[src/rtl/dlp_pkg.sv]
// Shared types and constants of the decimal list field parser.
package dlp_pkg;

  localparam int VALUE_W = 63;
  localparam int COUNT_W = 7;
  localparam int CHAR_W  = 8;

  localparam logic [CHAR_W-1:0]  SEPARATOR = 8'h3B;
  localparam logic [CHAR_W-1:0]  DIGIT_0   = 8'h30;
  localparam logic [CHAR_W-1:0]  DIGIT_9   = 8'h39;
  localparam logic [VALUE_W-1:0] MAX_VALUE_RESET = 63'd4294967295;

  // Result queue geometry
  localparam int RES_DEPTH = 4;
  localparam int RES_AW    = 2;

  typedef enum logic {
    KIND_VALUE   = 1'b0,
    KIND_SUMMARY = 1'b1
  } kind_t;

  typedef enum logic [1:0] {
    REASON_END  = 2'd0,
    REASON_BAD  = 2'd1,
    REASON_FULL = 2'd2
  } reason_t;

  typedef struct packed {
    kind_t                kind;
    logic [VALUE_W-1:0]   value;
    logic [COUNT_W-1:0]   index;
    reason_t              reason;
    logic                 last;
  } result_t;

  // Up to two results produced by one request, in order
  typedef struct packed {
    logic [1:0] num;
    result_t    first;
    result_t    second;
  } push_t;

endpackage

[src/rtl/dlp_stream_if.sv]
// Request and result channel interfaces of the decimal list field parser.
interface dlp_in_if import dlp_pkg::*; ();
  logic              valid;
  logic              ready;
  logic [CHAR_W-1:0] char_code;
  logic              end_of_text;

  modport source (output valid, char_code, end_of_text, input ready);
  modport sink   (input valid, char_code, end_of_text, output ready);
endinterface

interface dlp_out_if import dlp_pkg::*; ();
  logic               valid;
  logic               ready;
  logic               result_kind;
  logic [VALUE_W-1:0] field_value;
  logic [COUNT_W-1:0] field_index;
  logic [1:0]         finish_reason;
  logic               run_last;

  modport source (output valid, result_kind, field_value, field_index, finish_reason,
                  run_last, input ready);
  modport sink   (input valid, result_kind, field_value, field_index, finish_reason,
                  run_last, output ready);
endinterface

[src/rtl/decimal_list_field_parser.sv]
// Top level of the decimal list field parser: core, result queue, channel glue.
// Results are registered in the result queue and offered from its head on the result channel.
// Throughput: one character request per cycle while ready is high; a request may yield up to two results.
// Ready drops while the result queue holds more than RES_DEPTH-2 results.
// Reset (rst, synchronous, active high): parse state cleared, queue emptied,
// max_value back to 4294967295.
module decimal_list_field_parser import dlp_pkg::*; #(
  parameter int unsigned MAX_ITEMS = 16
) (
  input  logic               clk,
  input  logic               rst,
  dlp_in_if.sink             char_in,
  dlp_out_if.source          result_out,
  input  logic               cfg_we,
  input  logic [VALUE_W-1:0] cfg_data
);

  push_t           push;
  result_t         head;
  logic            not_empty;
  logic [RES_AW:0] level;
  logic            accept;
  logic            pop;

  // A request is taken only when the queue has room for the two results
  // it can produce at most; this keeps the core free of any stall path.
  assign char_in.ready = (level <= (RES_AW+1)'(RES_DEPTH - 2));
  assign accept        = char_in.valid && char_in.ready;
  assign pop           = result_out.valid && result_out.ready;

  // Core: per-character state update and combinational result build.
  dlp_core #(
    .MAX_ITEMS (MAX_ITEMS)
  ) u_core (
    .clk         (clk),
    .rst         (rst),
    .cfg_we      (cfg_we),
    .cfg_data    (cfg_data),
    .accept      (accept),
    .char_code   (char_in.char_code),
    .end_of_text (char_in.end_of_text),
    .push        (push)
  );

  // Queue registers every result; the output side reads its head.
  dlp_fifo u_fifo (
    .clk       (clk),
    .rst       (rst),
    .push      (push),
    .pop       (pop),
    .head      (head),
    .not_empty (not_empty),
    .level     (level)
  );

  assign result_out.valid         = not_empty;
  assign result_out.result_kind   = head.kind;
  assign result_out.field_value   = head.value;
  assign result_out.field_index   = head.index;
  assign result_out.finish_reason = head.reason;
  assign result_out.run_last      = head.last;

  // Queue never overfills
  a_level_bound: assert property (@(posedge clk) disable iff (rst)
    level <= (RES_AW+1)'(RES_DEPTH))
    else $error("result queue overfilled");

  // A pair of results is always value then summary, last flag on the second
  a_pair_order: assert property (@(posedge clk) disable iff (rst)
    push.num == 2'd2 |-> push.first.kind == KIND_VALUE && push.second.kind == KIND_SUMMARY
                         && !push.first.last && push.second.last)
    else $error("bad result pair");

  // Nothing is produced without a taken request
  a_push_needs_req: assert property (@(posedge clk) disable iff (rst)
    !accept |-> push.num == 2'd0)
    else $error("result without request");

  // Value results carry zero reason; summaries carry zero value
  a_kind_fields: assert property (@(posedge clk) disable iff (rst)
    result_out.valid |-> (head.kind == KIND_VALUE && head.reason == REASON_END)
                         || (head.kind == KIND_SUMMARY && head.value == '0))
    else $error("result fields inconsistent with kind");

endmodule

[src/rtl/dlp_core.sv]
// Parse state, limit register and per-character result generation.
module dlp_core import dlp_pkg::*; #(
  parameter int unsigned MAX_ITEMS = 16
) (
  input  logic               clk,
  input  logic               rst,
  input  logic               cfg_we,
  input  logic [VALUE_W-1:0] cfg_data,
  input  logic               accept,
  input  logic [CHAR_W-1:0]  char_code,
  input  logic               end_of_text,
  output push_t              push
);

  logic [VALUE_W-1:0] max_value;
  logic [VALUE_W-1:0] acc, acc_next;
  logic               seen, seen_next;
  logic               ended, ended_next;
  logic               invalid, invalid_next;
  logic [COUNT_W-1:0] count, count_next;
  logic               stopped, stopped_next;

  logic               is_sep, is_digit, good;
  logic [COUNT_W-1:0] count_inc;
  logic [VALUE_W+3:0] scaled;   // acc*10 + digit, never wraps

  assign is_sep    = end_of_text || (char_code == SEPARATOR);
  assign is_digit  = (char_code >= DIGIT_0) && (char_code <= DIGIT_9);
  assign good      = seen && !invalid;
  assign count_inc = count + COUNT_W'(1);
  assign scaled    = {1'b0, acc, 3'b000} + {3'b000, acc, 1'b0}
                   + {{VALUE_W{1'b0}}, char_code[3:0]};

  always_comb begin
    acc_next     = acc;
    seen_next    = seen;
    ended_next   = ended;
    invalid_next = invalid;
    count_next   = count;
    stopped_next = stopped;
    push         = '0;

    if (accept) begin
      priority if (stopped) begin
        if (end_of_text) begin
          acc_next     = '0;
          seen_next    = 1'b0;
          ended_next   = 1'b0;
          invalid_next = 1'b0;
          count_next   = '0;
          stopped_next = 1'b0;
        end
      end else if (is_sep) begin
        if (good) begin
          push.first.kind  = KIND_VALUE;
          push.first.value = acc;
          push.first.index = count;
          count_next       = count_inc;
          push.second.kind  = KIND_SUMMARY;
          push.second.index = count_inc;
          push.second.last  = 1'b1;
          if (end_of_text) begin
            push.num           = 2'd2;
            push.second.reason = REASON_END;
          end else if (count_inc >= COUNT_W'(MAX_ITEMS)) begin
            push.num           = 2'd2;
            push.second.reason = REASON_FULL;
            stopped_next       = 1'b1;
          end else begin
            push.num        = 2'd1;
            push.first.last = 1'b1;
          end
        end else begin
          push.num          = 2'd1;
          push.first.kind   = KIND_SUMMARY;
          push.first.index  = count;
          push.first.reason = REASON_BAD;
          push.first.last   = 1'b1;
          stopped_next      = 1'b1;
        end
        acc_next     = '0;
        seen_next    = 1'b0;
        ended_next   = 1'b0;
        invalid_next = 1'b0;
        if (end_of_text) begin
          count_next   = '0;
          stopped_next = 1'b0;
        end
      end else if (is_digit) begin
        if (!ended && !invalid) begin
          seen_next = 1'b1;
          if (scaled > {4'b0000, max_value}) begin
            invalid_next = 1'b1;
          end else begin
            acc_next = scaled[VALUE_W-1:0];
          end
        end
      end else begin
        if (!seen) begin
          invalid_next = 1'b1;
        end else begin
          ended_next = 1'b1;
        end
      end
    end
  end

  always_ff @(posedge clk) begin
    if (rst) begin
      max_value <= MAX_VALUE_RESET;
      acc       <= '0;
      seen      <= 1'b0;
      ended     <= 1'b0;
      invalid   <= 1'b0;
      count     <= '0;
      stopped   <= 1'b0;
    end else begin
      if (cfg_we) begin
        max_value <= cfg_data;
      end
      acc     <= acc_next;
      seen    <= seen_next;
      ended   <= ended_next;
      invalid <= invalid_next;
      count   <= count_next;
      stopped <= stopped_next;
    end
  end

endmodule

[src/rtl/dlp_fifo.sv]
// Result queue: takes up to two results per cycle, hands out one.
module dlp_fifo import dlp_pkg::*; (
  input  logic            clk,
  input  logic            rst,
  input  push_t           push,
  input  logic            pop,
  output result_t         head,
  output logic            not_empty,
  output logic [RES_AW:0] level
);

  result_t           mem [RES_DEPTH];
  logic [RES_AW-1:0] wr_ptr;
  logic [RES_AW-1:0] rd_ptr;

  assign head      = mem[rd_ptr];
  assign not_empty = (level != '0);

  always_ff @(posedge clk) begin
    if (rst) begin
      wr_ptr <= '0;
      rd_ptr <= '0;
      level  <= '0;
    end else begin
      wr_ptr <= wr_ptr + RES_AW'(push.num);
      if (pop) begin
        rd_ptr <= rd_ptr + RES_AW'(1);
      end
      level <= level + (RES_AW+1)'(push.num) - (RES_AW+1)'(pop);
    end
  end

  always_ff @(posedge clk) begin
    if (push.num != 2'd0) begin
      mem[wr_ptr] <= push.first;
    end
    if (push.num == 2'd2) begin
      mem[wr_ptr + RES_AW'(1)] <= push.second;
    end
  end

endmodule

[src/flat_wrapper.sv]
// flat-port wrapper written by rule: the top's interface ports become plain ports
module decimal_list_field_parser_flat import dlp_pkg::*;
#(
  parameter int unsigned MAX_ITEMS = 16
)
  (clk, rst, cfg_we, cfg_data, char_in_valid, char_in_char_code, char_in_end_of_text, char_in_ready, result_out_valid, result_out_result_kind, result_out_field_value, result_out_field_index, result_out_finish_reason, result_out_run_last, result_out_ready);
  dlp_in_if char_in_i ();
  dlp_out_if result_out_i ();
  input  logic clk;
  input  logic rst;
  input  logic cfg_we;
  input  logic [VALUE_W-1:0] cfg_data;
  input wire logic [$bits(char_in_i.valid)-1:0] char_in_valid;
  input wire logic [$bits(char_in_i.char_code)-1:0] char_in_char_code;
  input wire logic [$bits(char_in_i.end_of_text)-1:0] char_in_end_of_text;
  output wire logic [$bits(char_in_i.ready)-1:0] char_in_ready;
  output wire logic [$bits(result_out_i.valid)-1:0] result_out_valid;
  output wire logic [$bits(result_out_i.result_kind)-1:0] result_out_result_kind;
  output wire logic [$bits(result_out_i.field_value)-1:0] result_out_field_value;
  output wire logic [$bits(result_out_i.field_index)-1:0] result_out_field_index;
  output wire logic [$bits(result_out_i.finish_reason)-1:0] result_out_finish_reason;
  output wire logic [$bits(result_out_i.run_last)-1:0] result_out_run_last;
  input wire logic [$bits(result_out_i.ready)-1:0] result_out_ready;
  assign char_in_i.valid = char_in_valid;
  assign char_in_i.char_code = char_in_char_code;
  assign char_in_i.end_of_text = char_in_end_of_text;
  assign char_in_ready = char_in_i.ready;
  assign result_out_valid = result_out_i.valid;
  assign result_out_result_kind = result_out_i.result_kind;
  assign result_out_field_value = result_out_i.field_value;
  assign result_out_field_index = result_out_i.field_index;
  assign result_out_finish_reason = result_out_i.finish_reason;
  assign result_out_run_last = result_out_i.run_last;
  assign result_out_i.ready = result_out_ready;
  decimal_list_field_parser #(.MAX_ITEMS(MAX_ITEMS)) u_core (.clk(clk), .rst(rst), .char_in(char_in_i), .result_out(result_out_i), .cfg_we(cfg_we), .cfg_data(cfg_data));
endmodule
[config.mk]
export PLATFORM = sky130hd
export DESIGN_NAME = decimal_list_field_parser_flat
export DESIGN_NICKNAME = d
export VERILOG_FILES = /design/src/rtl/dlp_pkg.sv /design/src/rtl/dlp_stream_if.sv /design/src/rtl/decimal_list_field_parser.sv /design/src/rtl/dlp_core.sv /design/src/rtl/dlp_fifo.sv /design/src/flat_wrapper.sv
export SDC_FILE = /design/constraint.sdc
export NUM_CORES = 1
export LEC_CHECK = 0
export BUFFER_PORTS_ARGS = -buffer_cell sky130_fd_sc_hd__buf_2
export CAP_MARGIN = 20
export CORE_MARGIN = 5
export CORE_UTILIZATION = 55
export DETAILED_ROUTE_END_ITERATION = 16
export PLACE_DENSITY_LB_ADDON = 0.08
export RECOVER_POWER = 100
export SLEW_MARGIN = 5
export SYNTH_ARGS = -nofsm -noshare
export SYNTH_HDL_FRONTEND = slang
export SYNTH_SLANG_ARGS = --single-unit
[constraint.sdc]
create_clock -name clk -period 6.4 [get_ports clk]
set_clock_uncertainty 0.15 [all_clocks]
set_input_delay 0.32 -clock clk [delete_from_list [all_inputs] [get_ports clk]]
set_output_delay 0.32 -clock clk [all_outputs]
set_load 0.05 [all_outputs]
==> impl_metrics.ini, run 1 <==
[pwr]
p_per_area_mw_per_mm2 = 250.6
seqPwrFrac_pct = 45.3
p_int_w = 0.004852
combPwrFrac_pct = 12.1
switching_share_pct = 25.75
p_sw_w = 0.001683
ir_drop_mv = 0.1694
p_leak_nw = 11.26
clkPwrFrac_pct = 42.6

[clocking]
cts_setup_buffers = 0
cts_buffers = 47
root_buffer = clkbuf_16
cts_buffer_depth = 3
cts_max_level = 2
clkLatencyLatePin_ns = 0.57
cts.clk_slew.worst_paths_ns = 0.06
cts_tree = done
clock-sinks = 442

[yosys]
synth_edf_count = 40
synth_ff_type = dfxtp_1
yosysUniqueCellTypes = 80
synth_nets = 2532
ys_async_sr_fraction_pct = 0
synth_cells = 2259
syn_avg_cell_area_um2 = 10.10
ys_seq_area_share_pct = 40.54
synth_fa_ha_area_share_pct = 10.85
synth-seq-cells = 442
synthMuxAreaShare_pct = 8.754
synth_simple_gate_area_share_pct = 10.03
synth_compound_area_share_pct = 22.14
ys_warn_count = 0
synth_top_family_by_area = compound AO/OA/AOI/OAI gates
synth-xor-area-share_pct = 2.726
netlist_area_mm2 = 0.02281

[sta]
min_period_ns = 5.994
fin_setup_tns_ns = 0
tightestPinTransition_ns = 2.884
setup_slack_ns = 0.4056
fmax_mhz = 166.8
hold_viol_final = 0
rsz0062_at_grt = no
max-slew-margin-rel_pct = -92.99
finalSetupViolCount = 0
finalMaxSlewViolations = 361
post-route-period-util_pct = 93.66

[setup_path]
startpoint = u_core.u_core.acc[24]$_SDFFE_PP0P_
r2r-start = u_core.u_core.acc[24]$_SDFFE_PP0P_
critPathMaxFanout = 19
arrival_ns = 6.30
crit_buf_inv = 3
slowest_stage = dfxtp_1
startpoint_type = register
crit_path_max_incr_delay_ns = 0.50
critPathTopFamily = simple AND/OR/NAND/NOR gates
crit_type = reg2reg
path_cells = ha_1 > ha_1 > nand2_1 > nor4_2 > nand3_1 > a311oi_1 > nor3_1 > buf_4 > a31oi_1 > xor2_1 > ha_1 > nand4_1 > nor4_1 > buf_4 > nand3_1 > nor4_2 > nand2_1 > o21a_1 > a21oi_1 > and4_1 > a31oi_4 > buf_4 > a22o_1
crit_required_ns = 6.70
end_kind = register

[detailed_routing]
wire_per_inst_um = 21.69
drtAntennaViolNets = 0
drtIter0Drc = 1381
vias_per_cell = 6.313
first_pass_iters = 6
vias = 18756
finalWirelength_mm = 64.45
drc_errors = 0

[floorplan]
die_h_um = 213.7
ios = 153
dieArea_mm2 = 0.04565
start_util_pct = 55.74
core_mm2 = 0.04092
fp.dieW_um = 213.7
row_count = 74

[finish]
diodes = 0
stdcell_area_mm2 = 0.02608
drive_gt1_share_pct = 12.30
layout.nets = 2676
area_delta_synth_final_pct = 14.32

[outcome]
status = complete, but fails checks
violations = capacitance limit, slew limit

[placed_design]
hpwl_mm = 43.09
port_buffers = 152
placed_area_mm2 = 0.02384
post-place-ws_ns = 0.01090
routabilityCongestion = 0.9110

[run]
maxCapViolCount = 8

[global_route]
grt_pass1_vias = 18556
grt_util_all_layers_pct = 27.58
gr-total-overflow = 0
grt_pass1_wl_mm = 101.0
antenna_found_initial = 0
grt_max_degree = 70

[min_path]
hold_start = result_out_ready
hold_class = in2reg
[sequential cells by signal, summed over array words and instances, names as in the netlist, named ones only]
name,flops
u_core.u_fifo.mem,296
u_core.u_core.invalid,1
u_core.u_core.stopped,1
u_core.u_core.ended,1
u_core.u_core.seen,1
u_core.u_fifo.rd_ptr,2
u_core.u_core.count,7
u_core.u_fifo.wr_ptr,2
u_core.u_fifo.level,3
u_core.u_core.acc,63
u_core.u_core.max_value,63
[worst min-delay path: cells and delay by family]
family	cells	cell delay (ns)
xor gates and xnor gates	1	0.10
buffers and inverters	1	0.07
and+or+nand+nor	2	0.26
[path summary, 6_finish.rpt]
path,endpoint,slack [ns],depth (start not counted)
hold / removal,register,0.07,4
setup / recovery,u_core.u_core.acc[28]$_SDFFE_PP0P_,0.41,23
setup reg to reg,u_core.u_core.acc[28]$_SDFFE_PP0P_,0.41,23
hold reg to reg,u_core.u_fifo.mem[0][1]$_SDFFE_PP0P_,0.32,2
[layer usage]
metal | GRT usage (%) | vias up | share of wire (%)
li1 | - | 8763 | -
met1 | 37.86 | 9206 | 44
met2 | 45.71 | 663 | 47
met3 | 4.155 | 124 | 6.4
met4 | 8.048 | 0 | 2.7
met5 | 0 | - | 0
[power groups by stage]
stage	logic [W]	clock network, W	registers, W
finish	0.000791	0.00278	0.00296
global route	0.000852	0.00294	0.00298
CTS	0.000803	0.00283	0.00297
detailed placement	0.000766	0	0.00303
global placement	0.000760	0	0.00302
floorplan	0.000631	0	0.00293
[per-stage QoR]
| step | power (W) | utilization, % | std cells | hold WS (ns) |
|---|---|---|---|---|
| global route | 0.006764 | 63.72 | 2971 | 0.1000 |
| finish | 0.006535 | 63.72 | 2971 | 0.07374 |
| floorplan | 0.003565 | - | 2259 | 0.2698 |
| detailed placement | 0.003795 | 58.26 | 2815 | 0.3097 |
| global placement | 0.003781 | 58.26 | 2815 | 0.2839 |
| CTS | 0.006597 | 63.84 | 2970 | 0.05062 |
[synth_stat cells, types with 46 or more instances]
master,instances,area [µm²]
clkbuf_1,91,341.6
nand2_1,149,559.3
a22o_1,245,2146
inv_1,94,352.8
xnor2_1,46,402.9
a21oi_1,115,575.6
o21ai_0,83,415.4
a22oi_1,77,578.1
mux4_2,74,1667
ha_1,193,2415
nor2_1,182,683.2
dfxtp_1,402,8048
[kinds of logic (layout without fill, tap and decap cells)]
group,after synthesis,in the layout
xor+xnor,71,71
mux,107,107
buf+inv,253,433
simple gates,500,500
fa+ha+maj,196,196
flops,442,442
compound gates,690,690
[cell usage in the layout, fill, tap and decap left out, types with 48 or more instances in the layout]
cell,synthesis,layout
nand2_1,149,149
dlygate4sd3_1,0,70
a21oi_1,115,112
dfxtp_1,402,397
nor2_1,182,177
a22o_1,245,245
o21ai_0,83,81
buf_2,36,76
mux4_2,74,74
inv_1,94,94
clkbuf_1,91,93
a22oi_1,77,77
ha_1,193,192
clkbuf_16,0,48
[area by class of cell]
| class | instances | area, µm² |
|---|---|---|
| fillers | 3387 | 14850 |
| multi-input cells | 1564 | 12560 |
| flip-flops and latches | 442 | 9258 |
| repair buffers | 254 | 1659 |
| clock buffers | 72 | 1384 |
| well taps | 532 | 665.6 |
| inverters | 94 | 352.8 |
| clock inverters | 13 | 201.4 |
[repair_timing]
| action | 4_1_cts | 5_1_grt |
|---|---|---|
| hold endpoints to repair | 65 | 0 |
| resized for setup | 0 | 26 |
| endpoints found under the setup margin | 0 | 64 |
| hold buffers | 70 | 0 |
Power figures use the tool's default switching activity.
==> run 2, diff against run 1 <==
--- a/config.mk
+++ b/config.mk
@@ -12,7 +12,7 @@
 export DETAILED_ROUTE_END_ITERATION = 16
 export PLACE_DENSITY_LB_ADDON = 0.08
 export RECOVER_POWER = 100
-export SLEW_MARGIN = 5
+export SLEW_MARGIN = 20
 export SYNTH_ARGS = -nofsm -noshare
 export SYNTH_HDL_FRONTEND = slang
 export SYNTH_SLANG_ARGS = --single-unit
==> constraint.sdc (replaced) <==
create_clock -name clk -period 7.7 [get_ports clk]
set_clock_uncertainty 0.15 [all_clocks]
set_input_delay 0.385 -clock clk [delete_from_list [all_inputs] [get_ports clk]]
set_output_delay 0.385 -clock clk [all_outputs]
set_load 0.05 [all_outputs]
==> run 2 against run 1 <==
Against the previous run:
- the flow still finishes with violations (capacitance limit, slew limit)
- routed wire length shrank 0.41%
- cell count shrank 0.54%
- core utilization down 0.97 points
- via count decreased by 0.58%
- clock-buffer cell count fell by 5
- die area unchanged
- sequential power is 17% lower
- combinational power shrank 20%
- worst setup slack improved by 0.27 ns
- critical path depth is 14 lower
- first-iteration DRC count rose by 12%
- register-to-register slack better by 0.47 ns
- critical path type is now in2reg
- largest cell class unchanged
- largest power group unchanged
==> impl_metrics.ini, run 2 (synthesis results as in run 1) <==
[outcome]
status = complete, but fails checks
violations = capacitance limit, slew limit

[pwr]
p_leak_nw = 11.08
ir_drop_mv = 0.1953
seqPwrFrac_pct = 46.3
p_per_area_mw_per_mm2 = 207.5
p_int_w = 0.003915
combPwrFrac_pct = 11.9
clkPwrFrac_pct = 41.8
switching_share_pct = 26.52
p_sw_w = 0.001413

[floorplan]
core_mm2 = 0.04092
die_h_um = 213.7
fp.dieW_um = 213.7
start_util_pct = 55.74
ios = 153
row_count = 74
dieArea_mm2 = 0.04565

[clocking]
cts_buffers = 47
cts_tree = done
cts_max_level = 2
cts.clk_slew.worst_paths_ns = 0.06
cts_buffer_depth = 3
cts_resized = 0
ctsHoldBuffers = 66
clock-sinks = 442
cts_setup_buffers = 0
root_buffer = clkbuf_16
clkLatencyLatePin_ns = 0.59

[sta]
finalMaxSlewViolations = 364
fmax_mhz = 142.3
post-route-period-util_pct = 91.26
fin_setup_tns_ns = 0
min_period_ns = 7.027
max-slew-margin-rel_pct = -176.2
finalSetupViolCount = 0
rsz0062_at_grt = no
hold_viol_final = 0
hold_slack_ns = 0.1398
tightestPinTransition_ns = 4.144

[global_route]
grt_util_all_layers_pct = 27.42
gr-total-overflow = 0
grt_pass1_wl_mm = 100.6
grt_pass1_vias = 18500
grt_max_degree = 70
antenna_found_initial = 0

[run]
maxCapViolCount = 9

[finish]
layout_commonest_cell = dfxtp_1
top_regs = u_core.u_fifo.mem x296, u_core.u_core.acc x63, u_core.u_core.max_value x63
largest_register = u_core.u_fifo.mem
layout.nets = 2659
area_delta_synth_final_pct = 12.58
diodes = 0
drive_gt1_share_pct = 10.40
most-common-layout-cells = dfxtp_1 (401), a22o_1 (245), ha_1 (193)
largest_register_ffs = 296

[setup_path]
arrival_ns = 7.38
crit_type = in2reg
end_kind = register
critPathMaxFanout = 32
startpoint_type = input port
crit_required_ns = 8.05

[detailed_routing]
drtIter0Drc = 1552
finalWirelength_mm = 64.18
first_pass_iters = 6
drtAntennaViolNets = 0
drc_errors = 0
vias_per_cell = 6.311
wire_per_inst_um = 21.72
vias = 18648

[placed_design]
routabilityCongestion = 0.9188
port_buffers = 152
hpwl_mm = 42.47

[min_path]
hold_class = in2reg
-- run 2: critical path, cell delays in order --
cell	delay [ns]
buf_2	0.10
nor3_1	0.67
nand4_1	0.41
a21boi_0	0.84
nand2_1	0.39
nor2_1	2.52
clkbuf_1	1.63
a22oi_1	0.20
nor2_1	0.19
-- run 2: final cells by class --
class	instances	area [µm²]
Clock buffer	67	1354
Clock inverter	19	153.9
Fill cell	3477	15240
Inverter	94	352.8
Multi-Input combinational cell	1564	12460
Sequential cell	442	9253
Tap cell	532	665.6
Timing Repair Buffer	237	1444
-- run 2: stage by stage --
stage                     utilization (%)  total power [W]  std cells  worst slack [ns]  instance area [µm²]
after floorplan                         -         0.002963       2259             2.346                22810
after global routing                62.76         0.005521       2955            0.3141                25680
after global placement              57.88         0.003132       2803             1.065                23690
final                               62.76         0.005328       2955            0.6727                25680
after CTS                           63.18         0.005379       2955            0.9133                25860
after detailed placement            57.88         0.003141       2803            0.9123                23690
-- run 2: per-layer routing --
layer	up-vias	global-route usage, %	wire [µm]
li1	8716	-	-
met1	9177	37.36	28270
met2	640	45.21	29950
met3	115	4.228	4204
met4	0	8.947	1759
met5	-	0	0
-- run 2: final timing paths --
kind,start,end,slack (ns),cells past startpoint
max,char_in_char_code[7],u_core.u_fifo.mem[1][31]$_SDFFE_PP0P_,0.67,9
min,char_in_char_code[1],u_core.u_core.acc[1]$_SDFFE_PP0P_,0.14,3
max reg2reg,u_core.u_core.count[0]$_SDFFE_PP0P_,u_core.u_fifo.mem[2][6]$_DFFE_PP_,0.88,8
min reg2reg,u_core.u_fifo.mem[2][1]$_SDFFE_PP0P_,u_core.u_fifo.mem[2][1]$_SDFFE_PP0P_,0.31,2
-- run 2: power by group through the flow --
stage                     Clock (W)  Sequential, W  Combinational (W)
after floorplan                   0        0.00244           0.000524
after global placement            0        0.00252           0.000611
after detailed placement          0        0.00252           0.000617
after CTS                   0.00226        0.00247           0.000644
after global routing        0.00235        0.00248           0.000685
final                       0.00223        0.00247           0.000635
